`src/rtl/tcoe_pkg.sv`:
```
// ----------------------------------------------------------------------------
// tcoe_pkg
// shared types and constants of the trimmed clock offset estimator
// ----------------------------------------------------------------------------
package tcoe_pkg;

	localparam int MAX_SAMPLES = 128;
	localparam int IDX_W       = $clog2(MAX_SAMPLES);
	localparam int CNT_W       = IDX_W + 1;
	localparam int DATA_W      = 48;
	localparam int SUM_W       = 56;
	localparam int DCNT_W      = $clog2(SUM_W);
	localparam int TRIM_W      = 6;
	localparam int NOISE_W     = 8;
	localparam logic [NOISE_W-1:0] NOISE_RESET = 8'd9;

	// floor(x/3) = (x*171) >> 9 for x below 512
	localparam int THIRD_MUL = 171;
	localparam int THIRD_SH  = 9;

	typedef struct packed {
		logic signed [DATA_W-1:0] forward_diff;
		logic signed [DATA_W-1:0] return_diff;
		logic                     last_sample;
	} in_item_t;

	typedef struct packed {
		logic signed [DATA_W-1:0] clock_offset;
		logic signed [DATA_W-1:0] one_way_latency;
		logic                     offset_suppressed;
		logic                     too_few_samples;
		logic                     overflowed;
	} out_item_t;

	typedef struct packed {
		logic load;
		logic prep;
		logic pivot;
		logic issue;
		logic add;
		logic div_start;
		logic div_step;
		logic fix;
		logic mul;
		logic cmp;
		logic fin;
	} cmd_t;

	typedef struct packed {
		logic last_acc;
		logic few;
		logic sweep_last;
		logic item_last;
		logic div_done;
		logic out_busy;
	} sts_t;

endpackage

```
`src/rtl/tcoe_ctrl.sv`:
```
// ----------------------------------------------------------------------------
// tcoe_ctrl
// sequencer: load, rank sweep, trimmed sum, divide, noise test, output
// ----------------------------------------------------------------------------
module tcoe_ctrl (
	input  logic           clk,
	input  logic           arst_n,
	input  logic           in_valid,
	output logic           in_ready,
	input  tcoe_pkg::sts_t sts,
	output tcoe_pkg::cmd_t cmd
);
	localparam logic [3:0] S_LOAD  = 4'd0;
	localparam logic [3:0] S_PREP  = 4'd1;
	localparam logic [3:0] S_PIVOT = 4'd2;
	localparam logic [3:0] S_SWEEP = 4'd3;
	localparam logic [3:0] S_TALLY = 4'd4;
	localparam logic [3:0] S_ADD   = 4'd5;
	localparam logic [3:0] S_DIVST = 4'd6;
	localparam logic [3:0] S_DIV   = 4'd7;
	localparam logic [3:0] S_FIX   = 4'd8;
	localparam logic [3:0] S_MUL   = 4'd9;
	localparam logic [3:0] S_CMP   = 4'd10;
	localparam logic [3:0] S_FIN   = 4'd11;

	logic [3:0] state_q, state_d;

	assign in_ready = (state_q == S_LOAD);

	always_comb begin
		cmd           = '0;
		state_d       = state_q;
		cmd.load      = (state_q == S_LOAD) && in_valid;
		cmd.prep      = (state_q == S_PREP);
		cmd.pivot     = (state_q == S_PIVOT);
		cmd.issue     = (state_q == S_SWEEP);
		cmd.add       = (state_q == S_ADD);
		cmd.div_start = (state_q == S_DIVST);
		cmd.div_step  = (state_q == S_DIV);
		cmd.fix       = (state_q == S_FIX);
		cmd.mul       = (state_q == S_MUL);
		cmd.cmp       = (state_q == S_CMP);
		cmd.fin       = (state_q == S_FIN) && !sts.out_busy;
		case (state_q)
			S_LOAD: begin
				if (sts.last_acc) state_d = S_PREP;
			end
			S_PREP: begin
				state_d = sts.few ? S_FIN : S_PIVOT;
			end
			S_PIVOT: state_d = S_SWEEP;
			S_SWEEP: begin
				if (sts.sweep_last) state_d = S_TALLY;
			end
			S_TALLY: state_d = S_ADD;
			S_ADD: begin
				state_d = sts.item_last ? S_DIVST : S_PIVOT;
			end
			S_DIVST: state_d = S_DIV;
			S_DIV: begin
				if (sts.div_done) state_d = S_FIX;
			end
			S_FIX: state_d = S_MUL;
			S_MUL: state_d = S_CMP;
			S_CMP: state_d = S_FIN;
			S_FIN: begin
				if (!sts.out_busy) state_d = S_LOAD;
			end
			default: state_d = S_LOAD;
		endcase
	end

	always_ff @(posedge clk or negedge arst_n) begin
		if (!arst_n) begin
			state_q <= S_LOAD;
		end else begin
			state_q <= state_d;
		end
	end
endmodule

```
`config.mk`:
```
export PLATFORM = sky130hd
export DESIGN_NAME = tcoe_ctrl
export DESIGN_NICKNAME = d
export VERILOG_FILES = /design/src/rtl/tcoe_pkg.sv /design/src/rtl/tcoe_ctrl.sv
export SDC_FILE = /design/constraint.sdc
export NUM_CORES = 1
export LEC_CHECK = 0
export BUFFER_PORTS_ARGS = -buffer_cell sky130_fd_sc_hd__buf_2
export CORE_AREA = 2 2 39 41
export CTS_BUF_LIST = sky130_fd_sc_hd__clkbuf_4 sky130_fd_sc_hd__clkbuf_8 sky130_fd_sc_hd__clkbuf_16
export CTS_CLUSTER_DIAMETER = 120
export DETAILED_ROUTE_END_ITERATION = 10
export DIE_AREA = 0 0 41 43
export PLACE_DENSITY_LB_ADDON = 0.1
export SYNTH_ARGS = -nofsm -noshare
export SYNTH_HDL_FRONTEND = slang
export SYNTH_SLANG_ARGS = --single-unit
```
`constraint.sdc`:
```
create_clock -name clk -period 1.3 [get_ports clk]
set_input_delay 0.065 -clock clk [delete_from_list [all_inputs] [get_ports clk]]
set_output_delay 0.065 -clock clk [all_outputs]
set_load 0.005 [all_outputs]
```
==> impl_results.md, run 1 <==
- Layout Area Growth over Synthesis: 94.88%
- Pwr Total: 1754 uW
- Final setup fails: 6
- Final #Nets: 98
- Met2 WL post-DR: 586 um
- Per-cell routed wire length: 11.47 um
- Synth warn: 0
- Total wire length: 1181 um
- Synth top area share: 27.30%
- # IOs: 21
- Final hold vios: 0
- Max-slew violations: 0
- Area contributors post-synth: dfrtp_1 (27%), nand2b_1 (12%), nor3_1 (9.6%)
- Final instance count without filler cells: 103
- Port bufs: 20
- Pwr/cell area: 2454 nW/um^2
- Final min period: 1.367 ns
- Most common cell after layout, fill and taps aside: buf_2
- Clock Pin Slew Worst Setup and Hold Paths: 0.04 ns
- Drt pass-1 iters: 4
- Slowest-stage cell, CP: dfrtp_1
- GR Util All Layers: 15.51%
- Latest clock arrival within the worst-skew pair: 0.23 ns
- Full die area: 1763 sq um
- Net Sw Frac: 41.54%
- Unrepaired setup endpoints after global routing: yes
- Root Driver: clkbuf_4
- CTS tree: done
- Largest net degree at the start of global routing: 15
- Detailed-route via count: 508
- Comb pwr share: 78.1%
- Most frequent cells in the layout: buf_2 (21), buf_4 (10), buf_6 (5)
- Number of buffers created by CTS: 3
- CTS max path bufs: 2
- Failing checks: negative setup slack
- Internal power: 1025 uW
- Max-slew headroom: 82.99%
- Critical Path RT: 1.24 ns
- Post-synthesis register bit count: 4
- Vias in the first global route: 448
- Synthesized instance count: 51
- Post-synth top area cell: dfrtp_1
- Syn_nets: 60
- Die height: 43 um
- Layout cells sized above 1: 63.22%
- Total core area: 1384 sq um
- GRT Residual Overflow: 0
- Max incr delay on CP: 0.38 ns
- Clk pwr share: 8.4%
- Routability cong.: 0.7556
- Initial antenna violation count: 0
- Initial Util: 26.49%
- Leakage power: 0.0003663 uW
- Max reg flops: 4
- Crit path DAT: 1.30 ns
- First-pass GRT wire length: 1897 um
- Distinct cells, synth: 23
- # DRC: 0
- Tightest Hold Check Type: in2reg
- Site Rows: 14
- Vias/cell: 4.932
- Worst vdd rail ir drop: 1.067 mV
- WS Path Type: reg2out
- Sequential power share: 13.4%
- Startpoint types: register
- Clock Sinks: 4
- Area of the mapped netlist: 366.6 sq um
- Setup ws final: -0.06701 ns
- DP Cell Count: 91
- Biggest register: state_q
- CP Cell Sequence: buf_4 -> nand2b_4 -> nor3_1 -> buf_2
- ANT nets after route: 0
- CP Max Fanout: 14
- Net Switching: 728.4 uW
- Max cap viols: 0
- Setup TNS: -0.2843 ns
- Met1 WL: 522 um
- Seq/Total Area, Yosys: 27.30%
- H-tree depth: 1
- ANT cells: 0
- DR WL met3: 72 um
- FF-to-FF setup slack: -0.06 ns
- Status: finished with violations
- CP endpoint kind: output port
- Measured slew at the worst slew-check pin: 0.2545 ns
- Die W: 41 um
- HPWL after DPL: 821.8 um
- Mean post-synth cell area: 7.188 sq um
- FMAX: 731.5 MHz
- DR top layer: met3
- Worst Clk Skew: 0.002848 ns
- Top Registers: state_q x4
- DRT iter0 DRCs: 4
- Ratio of final minimum period to clock period: 105.2%
-- worst paths after layout --
path	from	cells after the start	to
worst max register to register	state_q[2]$_DFFE_PN0P_	3	state_q[3]$_DFFE_PN0P_
worst max-delay path	state_q[2]$_DFFE_PN0P_	4	cmd[0]
min in group asynchronous	arst_n	2	state_q[2]$_DFFE_PN0P_
max in group asynchronous	arst_n	2	state_q[0]$_DFFE_PN0P_
worst min-delay path	sts[1]	2	state_q[2]$_DFFE_PN0P_
worst min register to register	state_q[1]$_DFFE_PN0P_	3	state_q[0]$_DFFE_PN0P_
-- cells by family (layout without fill, tap and decap cells) --
kind of cell           after synthesis  in the layout  share of synthesized area [%]
muxes                                1              1                          3.071
buffers and inverters                5             41                          5.458
DFF                                  4              4                          27.30
AOI/OAI and AO/OA                   10             10                          16.72
and+or+nand+nor                     31             31                          47.44
-- metal layers --
| layer | vias up | track usage (%) |
|---|---|---|
| li1 | 254 | - |
| met1 | 232 | 20.13 |
| met2 | 22 | 24.06 |
| met3 | 0 | 0.5236 |
| met4 | 0 | 9.333 |
| met5 | - | 0 |
-- per-stage QoR --
| step | util (%) | hold WS (ns) | cell area [sq um] | worst slack [ns] |
|---|---|---|---|---|
| 6_report | 51.63 | 0.05455 | 714.4 | -0.06701 |
| 5_1_grt | 51.63 | 0.06920 | 714.4 | -0.1496 |
| 4_1_cts | 48.19 | 0.04238 | 666.9 | -0.08610 |
| 3_5_place_dp | 38.61 | -0.1276 | 534.3 | -0.07023 |
| 3_3_place_gp | 38.61 | -0.1243 | 534.3 | -0.06858 |
| 2_1_floorplan | - | -0.2306 | 370.4 | -0.06196 |
-- synthesized netlist by cell type --
cell type and n:
nand2_1 5, o22ai_1 1, a21oi_2 1, a22o_1 1, nor3_1 7, o31ai_1 1
dfrtp_1 4, o21ai_0 1, buf_2 1, nor4b_1 1, nor2_1 4, nand3_1 1
or4_4 1, a21oi_1 4, nand4_1 1, mux2_2 1, nor4_1 1, inv_1 1
o21ai_1 1, clkbuf_1 3, or3_4 1, nand2b_1 7, and2_1 2
-- final cells by class --
class	count	area, sq um
clock buffer	3	22.52
fill	155	669.4
inverter	1	3.754
multi-input combinational	42	321.6
sequential	4	100.1
tap	16	20.02
timing repair buffer	37	246.5
-- worst max-delay path, delay by kind of cell (launching register included) --
| family | cells | cell delay (ns) |
|---|---|---|
| flip-flops | 1 | 0.38 |
| AND/OR/NAND/NOR | 2 | 0.34 |
| buffers and inverters | 2 | 0.35 |
-- power by group through the flow --
stage / registers, uW / logic, uW / clock network [uW]
after floorplan: 242 / 554 / 0
after global placement: 225 / 945 / 0
after detailed placement: 225 / 949 / 0
after CTS: 235 / 1250 / 160
after global routing: 241 / 1510 / 160
final: 236 / 1370 / 148
-- what timing repair did --
item / 4_1_cts / 5_1_grt
hold buffers: 1 / 0
setup buffers: 5 / 2
resized for setup: 12 / 6
gates cloned: 1 / 0
pin swaps: 0 / 2
endpoints found under the hold margin: 4 / 0
endpoints found under the setup margin: 11 / 13
(Power assumes the default switching activity.)
==> run 2: changes to the inputs <==
Settings changed: PLACE_DENSITY from default to 0.6, PLACE_DENSITY_LB_ADDON 0.1 to default.
==> impl_results.md, run 2 (synthesized netlist as in run 1, its figures left out) <==
- Status: finished with violations
- Failing checks: negative setup slack
- CTS max path bufs: 2 (unchanged)
- Finished Core Util: 56.69% (+5.1 points)
- RR Endpoint: state_q[3]$_DFFE_PN0P_
- Drt pass-1 iters: 4 (unchanged)
- GR Util All Layers: 14.31% (-1.2 points)
- Biggest register: state_q
- Setup ws final: -0.09630 ns (-0.02929 ns)
- Crit path max-delay family: flip-flops
- CP Cell Sequence: mux2_4 -> or3_4 -> a22o_1
- FMAX: 716.2 MHz (-2.1%)
- Total core area: 1384 sq um (unchanged)
- Buf/Inv on CP: 0 (-2)
- Pwr/cell area: 2483 nW/um^2 (+1.1%)
- Max cap viols: 0 (unchanged)
- Slowest-stage cell, CP: dfrtp_1
- GR Layer Usage met3: 0% (-0.52 points)
- CTS tree: done
- Die height: 43 um (unchanged)
- Pre-CTS setup slack: -0.06235 ns (+0.007879 ns)
- Initial antenna violation count: 0 (unchanged)
- Detailed-route via count: 554 (+9.1%)
- Final #Nets: 104 (+6.1%)
- Final hold vios: 0 (unchanged)
- Ratio of final minimum period to clock period: 107.4% (+2.3 points)
- Max-slew headroom: 74.87% (-8.1 points)
- CP endpoint kind: register
- Initial Util: 26.49% (unchanged)
- GRT Residual Overflow: 0 (unchanged)
- First-pass GRT wire length: 1794 um (-5.4%)
- Full die area: 1763 sq um (unchanged)
- Multi-input logic area: 331.6 sq um (+3.1%)
- Crit path to: state_q[3]$_DFFE_PN0P_
- Port bufs: 20 (unchanged)
- # IOs: 21 (unchanged)
- FF-to-FF setup slack: -0.1 ns (-0.04 ns)
- Storage cell area: 100.1 sq um (unchanged)
- Root Driver: clkbuf_4
- HPWL after DPL: 743.8 um (-9.5%)
- Met2 GRT Util: 25.62% (+1.6 points)
- Most common cell after layout, fill and taps aside: buf_2
- DRT iter0 DRCs: 14 (+10)
- Max-slew violations: 0 (unchanged)
- Startpoint types: register
- Top Registers: state_q x4
- Reg2Reg Depth: 3 (unchanged)
- Worst setup startpoint: state_q[2]$_DFFE_PN0P_
- Layout cells sized above 1: 67.74% (+4.5 points)
- Total wire length: 1320 um (+12%)
- Critical path depth: 3 (-1)
- # DRC: 0 (unchanged)
- Worst Hold Launch: sts[1]
- Die W: 41 um (unchanged)
- Max reg flops: 4 (unchanged)
- GRT busiest layer: met2
- H-tree depth: 1 (unchanged)
- Largest net degree at the start of global routing: 15 (unchanged)
- Max incr delay on CP: 0.40 ns (+0.02 ns)
- Worst reg2reg startpoint: state_q[2]$_DFFE_PN0P_
- Clock Sinks: 4 (unchanged)
- Measured slew at the worst slew-check pin: 0.3717 ns (+0.1172 ns)
- Latest clock arrival within the worst-skew pair: 0.23 ns (about the same)
- Final min period: 1.396 ns (+0.02929 ns)
- Vias/cell: 5.083 (+3.1%)
- ANT nets after route: 0 (unchanged)
- Routability cong.: 0.7637 (+1.1%)
- Layout Area Growth over Synthesis: 114.0%
- ANT cells: 0 (unchanged)
- Per-cell routed wire length: 12.11 um (+5.6%)
- Number of buffers created by CTS: 3 (unchanged)
- Critical Path RT: 1.41 ns (+0.17 ns)
- Leakage power: 0.0003976 uW (+8.6%)
- Crit path DAT: 1.51 ns (+0.21 ns)
- Worst Clk Skew: 0.001731 ns (-0.001117 ns)
- Tightest Hold Check Type: in2reg
- Site Rows: 14 (unchanged)
- Clock Pin Slew Worst Setup and Hold Paths: 0.03 ns (about the same)
- Unrepaired setup endpoints after global routing: yes
- GR Util met1: 16.61% (-3.5 points)
- CP Max Fanout: 4 (-10)
- Worst vdd rail ir drop: 1.116 mV (+4.6%)
- WS Path Type: reg2reg
- Most frequent cells in the layout: buf_2 (21), buf_4 (13), buf_6 (7)
- Vias in the first global route: 483 (+7.8%)
- Final setup fails: 6 (unchanged)
- Fill count: 138 (-11%)
-- run 2: repair_timing --
| item | in CTS | in global routing |
|---|---|---|
| setup endpoints to repair | 11 | 15 |
| resized for setup | 15 | 11 |
| cloned | 0 | 1 |
| buffers inserted | 7 | 7 |
| endpoints found under the hold margin | 4 | 0 |
| pin swaps | 1 | 5 |
| hold buffers | 1 | 0 |
-- run 2: worst min path at each step --
stage	depth (start not counted)	endpoint
after detailed placement	1	state_q[0]$_DFFE_PN0P_
after floorplan	0	state_q[0]$_DFFE_PN0P_
after global routing	2	state_q[2]$_DFFE_PN0P_
after global placement	1	state_q[3]$_DFFE_PN0P_
after CTS	2	state_q[2]$_DFFE_PN0P_
final	2	state_q[2]$_DFFE_PN0P_
-- run 2: power by group --
part / switching [uW] / total, uW / leakage (uW) / internal (uW)
clock: 43.8 / 147 / 0.0000138 / 103
sequential: 49.3 / 239 / 0.0000480 / 190
combinational: 706 / 1560 / 0.000336 / 856
-- run 2: through the flow --
step | hold slack, ns | power, uW | cell area, sq um | cells | setup TNS, ns
after CTS | 0.06082 | 1672 | 683.2 | 101 | -0.3087
after detailed placement | -0.1271 | 1132 | 526.8 | 90 | -0.1021
after global routing | 0.07784 | 2091 | 784.5 | 109 | -0.9095
after floorplan | -0.2306 | 796.0 | 370.4 | 51 | -0.06196
final | 0.06834 | 1948 | 784.5 | 109 | -0.2941
after global placement | -0.1242 | 1123 | 526.8 | 90 | -0.06863
-- run 2: final cells by class --
class                           count  share of cell area, %
Tap cell                           16                  2.552
Multi-Input combinational cell     42                  42.26
Sequential cell                     4                  12.76
Inverter                            1                 0.4785
Clock buffer                        3                  2.871
Timing Repair Buffer               43                  39.07
-- run 2: routing by layer --
layer | wire length (um) | vias up
met3 | 68 | 0
li1 | - | 268
met5 | 0 | -
met4 | 0 | 0
met2 | 731 | 16
met1 | 519 | 270
